===== src/design/spk_pkg.sv =====
// Shared constants for the Speck encryption pipeline.
package spk_pkg;

  localparam int FIELD_BITS     = 64;
  localparam int TDATA_BITS     = 2 * FIELD_BITS;
  localparam int KEY_REG_COUNT  = 4;
  localparam int CFG_INDEX_BITS = 3;
  localparam int KEY_SEL_BITS   = $clog2(KEY_REG_COUNT);

  // configuration register indexes
  localparam logic [CFG_INDEX_BITS-1:0] REG_KEY_WORD_0 = 3'd0;
  localparam logic [CFG_INDEX_BITS-1:0] REG_KEY_WORD_3 = 3'd3;

  // default configuration (Speck128/128)
  localparam int DEF_WORD_BITS      = 64;
  localparam int DEF_KEY_WORD_COUNT = 2;
  localparam int DEF_ROUND_COUNT    = 32;
  localparam int DEF_RIGHT_ROTATE   = 8;
  localparam int DEF_LEFT_ROTATE    = 3;

endpackage


===== src/design/spk_cell.sv =====
// One Speck round cell: a data round and a key schedule step, both registered.
module spk_cell #(
  parameter int WORD_BITS      = spk_pkg::DEF_WORD_BITS,
  parameter int KEY_WORD_COUNT = spk_pkg::DEF_KEY_WORD_COUNT,
  parameter int RIGHT_ROTATE   = spk_pkg::DEF_RIGHT_ROTATE,
  parameter int LEFT_ROTATE    = spk_pkg::DEF_LEFT_ROTATE,
  parameter int ROUND_IDX      = 0
) (
  input  logic                 clk,
  input  logic                 rst_n,
  input  logic                 en,
  input  logic                 in_valid,
  input  logic [WORD_BITS-1:0] in_x,
  input  logic [WORD_BITS-1:0] in_y,
  input  logic [WORD_BITS-1:0] in_k,
  input  logic [WORD_BITS-1:0] in_l [KEY_WORD_COUNT-1],
  output logic                 out_valid,
  output logic [WORD_BITS-1:0] out_x,
  output logic [WORD_BITS-1:0] out_y,
  output logic [WORD_BITS-1:0] out_k,
  output logic [WORD_BITS-1:0] out_l [KEY_WORD_COUNT-1]
);

  localparam int LQ = KEY_WORD_COUNT - 1;
  localparam logic [WORD_BITS-1:0] ROUND_CONST = WORD_BITS'(ROUND_IDX);

  logic                 valid_r;
  logic [WORD_BITS-1:0] x_r, y_r, k_r;
  logic [WORD_BITS-1:0] l_r [LQ];

  logic [WORD_BITS-1:0] x_nxt, y_nxt, k_nxt, lx_nxt;
  logic [WORD_BITS-1:0] l_nxt [LQ];

  // data round keyed by this cell's round key
  always_comb begin
    x_nxt = (((in_x >> RIGHT_ROTATE) | (in_x << (WORD_BITS - RIGHT_ROTATE))) + in_y) ^ in_k;
    y_nxt = ((in_y << LEFT_ROTATE) | (in_y >> (WORD_BITS - LEFT_ROTATE))) ^ x_nxt;
  end

  // key schedule step, the round index acts as key
  always_comb begin
    lx_nxt = (((in_l[0] >> RIGHT_ROTATE) | (in_l[0] << (WORD_BITS - RIGHT_ROTATE)))
              + in_k) ^ ROUND_CONST;
    k_nxt  = ((in_k << LEFT_ROTATE) | (in_k >> (WORD_BITS - LEFT_ROTATE))) ^ lx_nxt;
  end

  // the l words form a queue: used word leaves the front, new one joins the back
  genvar j;
  generate
    for (j = 0; j < LQ - 1; j++) begin : g_shift
      assign l_nxt[j] = in_l[j+1];
    end
  endgenerate
  assign l_nxt[LQ-1] = lx_nxt;

  always_ff @(posedge clk) begin
    if (!rst_n) begin
      valid_r <= 1'b0;
    end else if (en) begin
      valid_r <= in_valid;
    end
  end

  always_ff @(posedge clk) begin
    if (en) begin
      x_r <= x_nxt;
      y_r <= y_nxt;
      k_r <= k_nxt;
      l_r <= l_nxt;
    end
  end

  assign out_valid = valid_r;
  assign out_x     = x_r;
  assign out_y     = y_r;
  assign out_k     = k_r;
  assign out_l     = l_r;

endmodule


===== config.mk =====
export PLATFORM = sky130hd
export DESIGN_NAME = spk_cell
export DESIGN_NICKNAME = d
export VERILOG_FILES = /design/src/design/spk_pkg.sv /design/src/design/spk_cell.sv
export SDC_FILE = /design/constraint.sdc
export NUM_CORES = 1
export LEC_CHECK = 0
export BUFFER_PORTS_ARGS = -buffer_cell sky130_fd_sc_hd__buf_2
export CAP_MARGIN = 20
export CORE_AREA = 4 4 201 203
export DETAILED_ROUTE_END_ITERATION = 12
export DIE_AREA = 0 0 205 207
export GPL_ROUTABILITY_DRIVEN = 0
export PLACE_DENSITY_LB_ADDON = 0.08
export SETUP_SLACK_MARGIN = 0.15
export SKIP_LAST_GASP = 1
export SLEW_MARGIN = 20
export SYNTH_ARGS = -nofsm -noshare
export SYNTH_HDL_FRONTEND = slang
export SYNTH_SLANG_ARGS = --single-unit
export TNS_END_PERCENT = 1

===== constraint.sdc =====
create_clock -name clk -period 7.3 [get_ports clk]
set_input_delay 0.365 -clock clk [delete_from_list [all_inputs] [get_ports clk]]
set_output_delay 0.365 -clock clk [all_outputs]
set_load 0.05 [all_outputs]

Word level (Yosys, flattened, before mapping)

Index checks and enable logic that the tools add are counted.

Input bits: 260
Register bits after elaboration: 257

$add $sub $neg: 2
Bitwise operators: 7

Operators by type and width:

| cell                                   | count |
|---|---|
| 64-bit bitwise XOR                     | 3 |
| 64-bit adder                           | 2 |
| 56-bit by 64-bit OR with 64-bit output | 2 |
| 64-bit by 3-bit OR with 64-bit output  | 2 |

Depth between registers and ports, before layout

Depth after elaboration: 4
Mapped depth: 13

Worst setup path after synthesis

No wires, ideal clock.

Path type: input -> register
Start point: in in_k[0]
End point: reg k_r[52] (netlist: out_k[52]), data pin
Stages: 12
Data arrival time: 3.004 ns
Setup slack: 4.028 ns
Buffers on the path: 0
Required time: 7.032 ns
Path through: ha_1 > fa_1 > a21oi_1 > nor2b_1 > a311o_1 > a21oi_2 > o31ai_2 > a32oi_1 > o21ai_0 > or2_2 > a21boi_1 > xnor3_1

Word-level cells in the longest chain between the ends: 2

Ends and longest elaborated chain:

| element              | line           | source |
|---|---|---|
| from (decl)          | spk_cell.sv:15 | `input logic [WORD_BITS-1:0] in_k,` |
| 64-bit adder         | spk_cell.sv:43 | `+ in_k) ^ ROUND_CONST;` |
| 64-bit bitwise XOR   | spk_cell.sv:44 | `k_nxt = ((in_k << LEFT_ROTATE) \| (in_k >> (WORD_BITS - LEFT_ROTATE))) ^ lx_nxt;` |
| net k_nxt[52]        | spk_cell.sv:31 | `logic [WORD_BITS-1:0] x_nxt, y_nxt, k_nxt, lx_nxt;` |
| to (signal assigned) | spk_cell.sv:68 | `k_r <= k_nxt;` |
| to (decl)            | spk_cell.sv:28 | `logic [WORD_BITS-1:0] x_r, y_r, k_r;` |

The timed path passes the listed nets, and every way through them passes these cells.
A chain may end at the register's enable or synchronous reset.

Worst setup path in the final report

Same ends and word-level chain as after synthesis.

==> flow_summary_export.csv <==
group,metric,value,unit
clock_network,insertion_delay,0.56,ns
global_routing,grt.busiest_layer,"met2",
critical_path,critPathRequiredTime,7.60,ns
clock_network,cts_tree,"yes",
timing,hold_violations,0,
placement,hpwl,50500,um
logic_synthesis,syn_area_per_cell,10.7,um2
floorplanning,std_cell_rows,72,
critical_path,startpoint,"in_k[0]",
critical_path,crit_type,"input port to register",
clock_network,clock_sinks,257,
cells_and_area,final_util,0.548,
critical_path,cp_data_arrival_time,4.14,ns
logic_synthesis,synth_cells,1601,
clock_network,clock_path_buffers,3,
timing,tightest_slew,1.12,ns
routing,wl_per_cell,22.9,um
logic_synthesis,synth-xor-area-share,0.165,
logic_synthesis,synth_compound_area_frac,0.173,
logic_synthesis,yosys.area_share.simple,0.0971,
critical_path,cp-start-kind,"input port",
logic_synthesis,synth-seq-cells,257,
placement,dpl_cell_area,20200,um2
clock_network,cts_root_buf,"clkbuf_16",
global_routing,grt_use_met3,0.0619,
logic_synthesis,muxShareOfSynthArea,0.000583,
routing,routed-via-count,14800,
global_routing,track_usage,0.269,
global_routing,antenna_found_initial,16,
timing,fin_crit,3.84,ns
routing,drt_iter0_drc,1277,
timing,setup_viol,0,
logic_synthesis,ys_seq_area_frac,0.449,
floorplanning,die_w,205,um
logic_synthesis,synth-main-ff-cell,"edfxtp_1",
power,p_per_area,282,nW/um2
power,ir_drop,0.000208,V
floorplanning,io_pins,517,
clock_network,cts_hold_buf,0,
clock_network,post-cts-setup-buffers,0,
timing,period_share,0.526,
global_routing,use_met1,0.339,
worst_hold_path,hp-start,"rst_n",
timing,clock.fmax,260,MHz
logic_synthesis,synth.net_count,1989,
global_routing,grt_max_degree,168,
clock_network,clk_pin_slew,0.06,ns
logic_synthesis,synth_area,17200,um2
timing,finalClockSkew,0,ns
global_routing,grt_pass1_vias,14700,
global_routing,grt_pass1_wl,87800,um
worst_hold_path,hp-class,"input port to register",
timing,rsz0062_at_grt,"false",
logic_synthesis,yosysWarnings,0,
global_routing,gr-usage-met2,0.459,
clock_network,ctsResizeCount,0,
floorplanning,start_util,0.446,
logic_synthesis,synth_edf_count,256,
logic_synthesis,synth_cell_types,71,
timing,finalMaxSlewViolations,0,
floorplanning,die_h,207,um
outcome,status,"finished, final reports clean",
routing,ant_nets,0,
power,finalPower,5940,uW
routing,finalWirelength,60600,um
critical_path,end_kind,"register",
timing,hold_ws,0.0204,ns
run,max_cap_viol_count,0,
timing,tns,0,ns
routing,viasPerCell,5.59,
power,p_leak,0.00897,uW
cells_and_area,fillers,3528,
routing,drc_errors,0,
cells_and_area,area_growth,22.8,%
logic_synthesis,ys_async_sr_fraction,0,
cells_and_area,layout_common_cells,"buf_2 (515), edfxtp_1 (256), xor2_1 (182)",
clock_network,cts_buffers,28,
clock_network,h-tree-depth,1,
floorplanning,coreArea,38500,um2
cells_and_area,layout.nets,2486,
cells_and_area,drive_above_1_share,0.274,
routing,drtPass1Iterations,6,
global_routing,grt.overflow.total,0,
placement,port_buffers,516,
critical_path,r2r-start,"out_valid",
floorplanning,fp.dieArea,42400,um2
critical_path,path_max_fanout,5,
cells_and_area,final_common_cell,"buf_2",
logic_synthesis,synthAdderAreaFrac,0.0942,
cells_and_area,design_area,21100,um2
timing,relSlewSlack,0.251,
logic_synthesis,synth_top_family_by_area,"compound AO/OA/AOI/OAI gates",
power by group:
group	switching, uW	internal [uW]	total (uW)
registers	79.6	2020	2100
logic	1880	662	2550
clock network	575	719	1290
total	2540	3410	5940
per-stage QoR:
stage	setup WS, ns	cells
global placement	3.00	2586
global route	3.41	2649
CTS	3.55	2638
floorplan	4.03	1601
finish	3.46	2650
detailed placement	2.99	2586
cell families (layout without fill, tap and decap cells):
logic type | Yosys count | count (layout)
muxes | 1 | 1
AOI/OAI and AO/OA | 461 | 461
other | 0 | 12
xor gates and xnor gates | 319 | 319
adders and majority gates | 128 | 128
DFF | 257 | 257
buffers and inverters | 91 | 610
and+or+nand+nor | 344 | 344
final cells by class:
| type | instances | area, um2 | area share |
|---|---|---|---|
| Tap cell | 518 | 648 | 0.0307 |
| Clock buffer | 34 | 744 | 0.0353 |
| Multi-Input combinational cell | 1253 | 9100 | 0.432 |
| Antenna cell | 12 | 30.0 | 0.00142 |
| Inverter | 41 | 154 | 0.00730 |
| Timing Repair Buffer | 517 | 2610 | 0.124 |
| Sequential cell | 257 | 7710 | 0.366 |
| Clock inverter | 18 | 85.1 | 0.00404 |
path summary, 6_finish.rpt:
kind         cells past startpoint  slack (ns)        end
max                             13        3.46  out_k[52]
min                              2        0.02  out_valid
max reg2reg                      2        6.72  out_valid
min reg2reg                      2        0.52  out_valid
cell usage after synthesis (5+ instances only):
master,n,area (um2)
buf_2,13,65.1
a21oi_1,167,836
or2_2,5,31.3
nand3_1,19,95.1
a31oi_1,16,100
nand4_1,44,275
xor2_1,182,1590
nor4_1,6,37.5
and4_1,8,70.1
nand2b_1,9,56.3
o31ai_1,7,52.6
o21bai_1,38,285
o31a_1,7,61.3
inv_1,41,154
o21a_1,16,120
nor2b_1,17,106
o21ba_2,5,50.1
and2_1,5,31.3
o21ai_0,75,375
o41ai_1,5,43.8
edfxtp_1,256,7690
and3_1,10,62.6
nor3_1,13,65.1
or3_1,7,43.8
xnor2_1,133,1160
clkbuf_1,37,139
nand2_1,104,390
a211oi_1,12,90.1
ha_1,126,1580
a21o_1,53,398
o211ai_1,9,67.6
nor2_1,88,330
worst max-delay path, stage by stage:
cell      delay [ns]
buf_2           0.12
ha_1            0.24
fa_1            0.41
a21oi_1         0.22
nor2b_1         0.10
a311o_1         0.48
a21oi_2         0.34
o31ai_2         0.18
a32oi_1         0.51
o21ai_0         0.29
or2_2           0.36
a21boi_1        0.25
xnor3_1         0.26
state kept, by name (all words and copies together), names as in the netlist:
register,flops
out_valid,1
out_k,64
out_l,64
out_x,64
out_y,64
routing by layer:
| metal | vias up | part of all wire |
|---|---|---|
| met5 | - | 0.00073 |
| met4 | 8 | 0.030 |
| met3 | 108 | 0.084 |
| met2 | 677 | 0.48 |
| met1 | 7058 | 0.40 |
| li1 | 6967 | - |
Note: power is estimated with default switching activity, not from simulation.
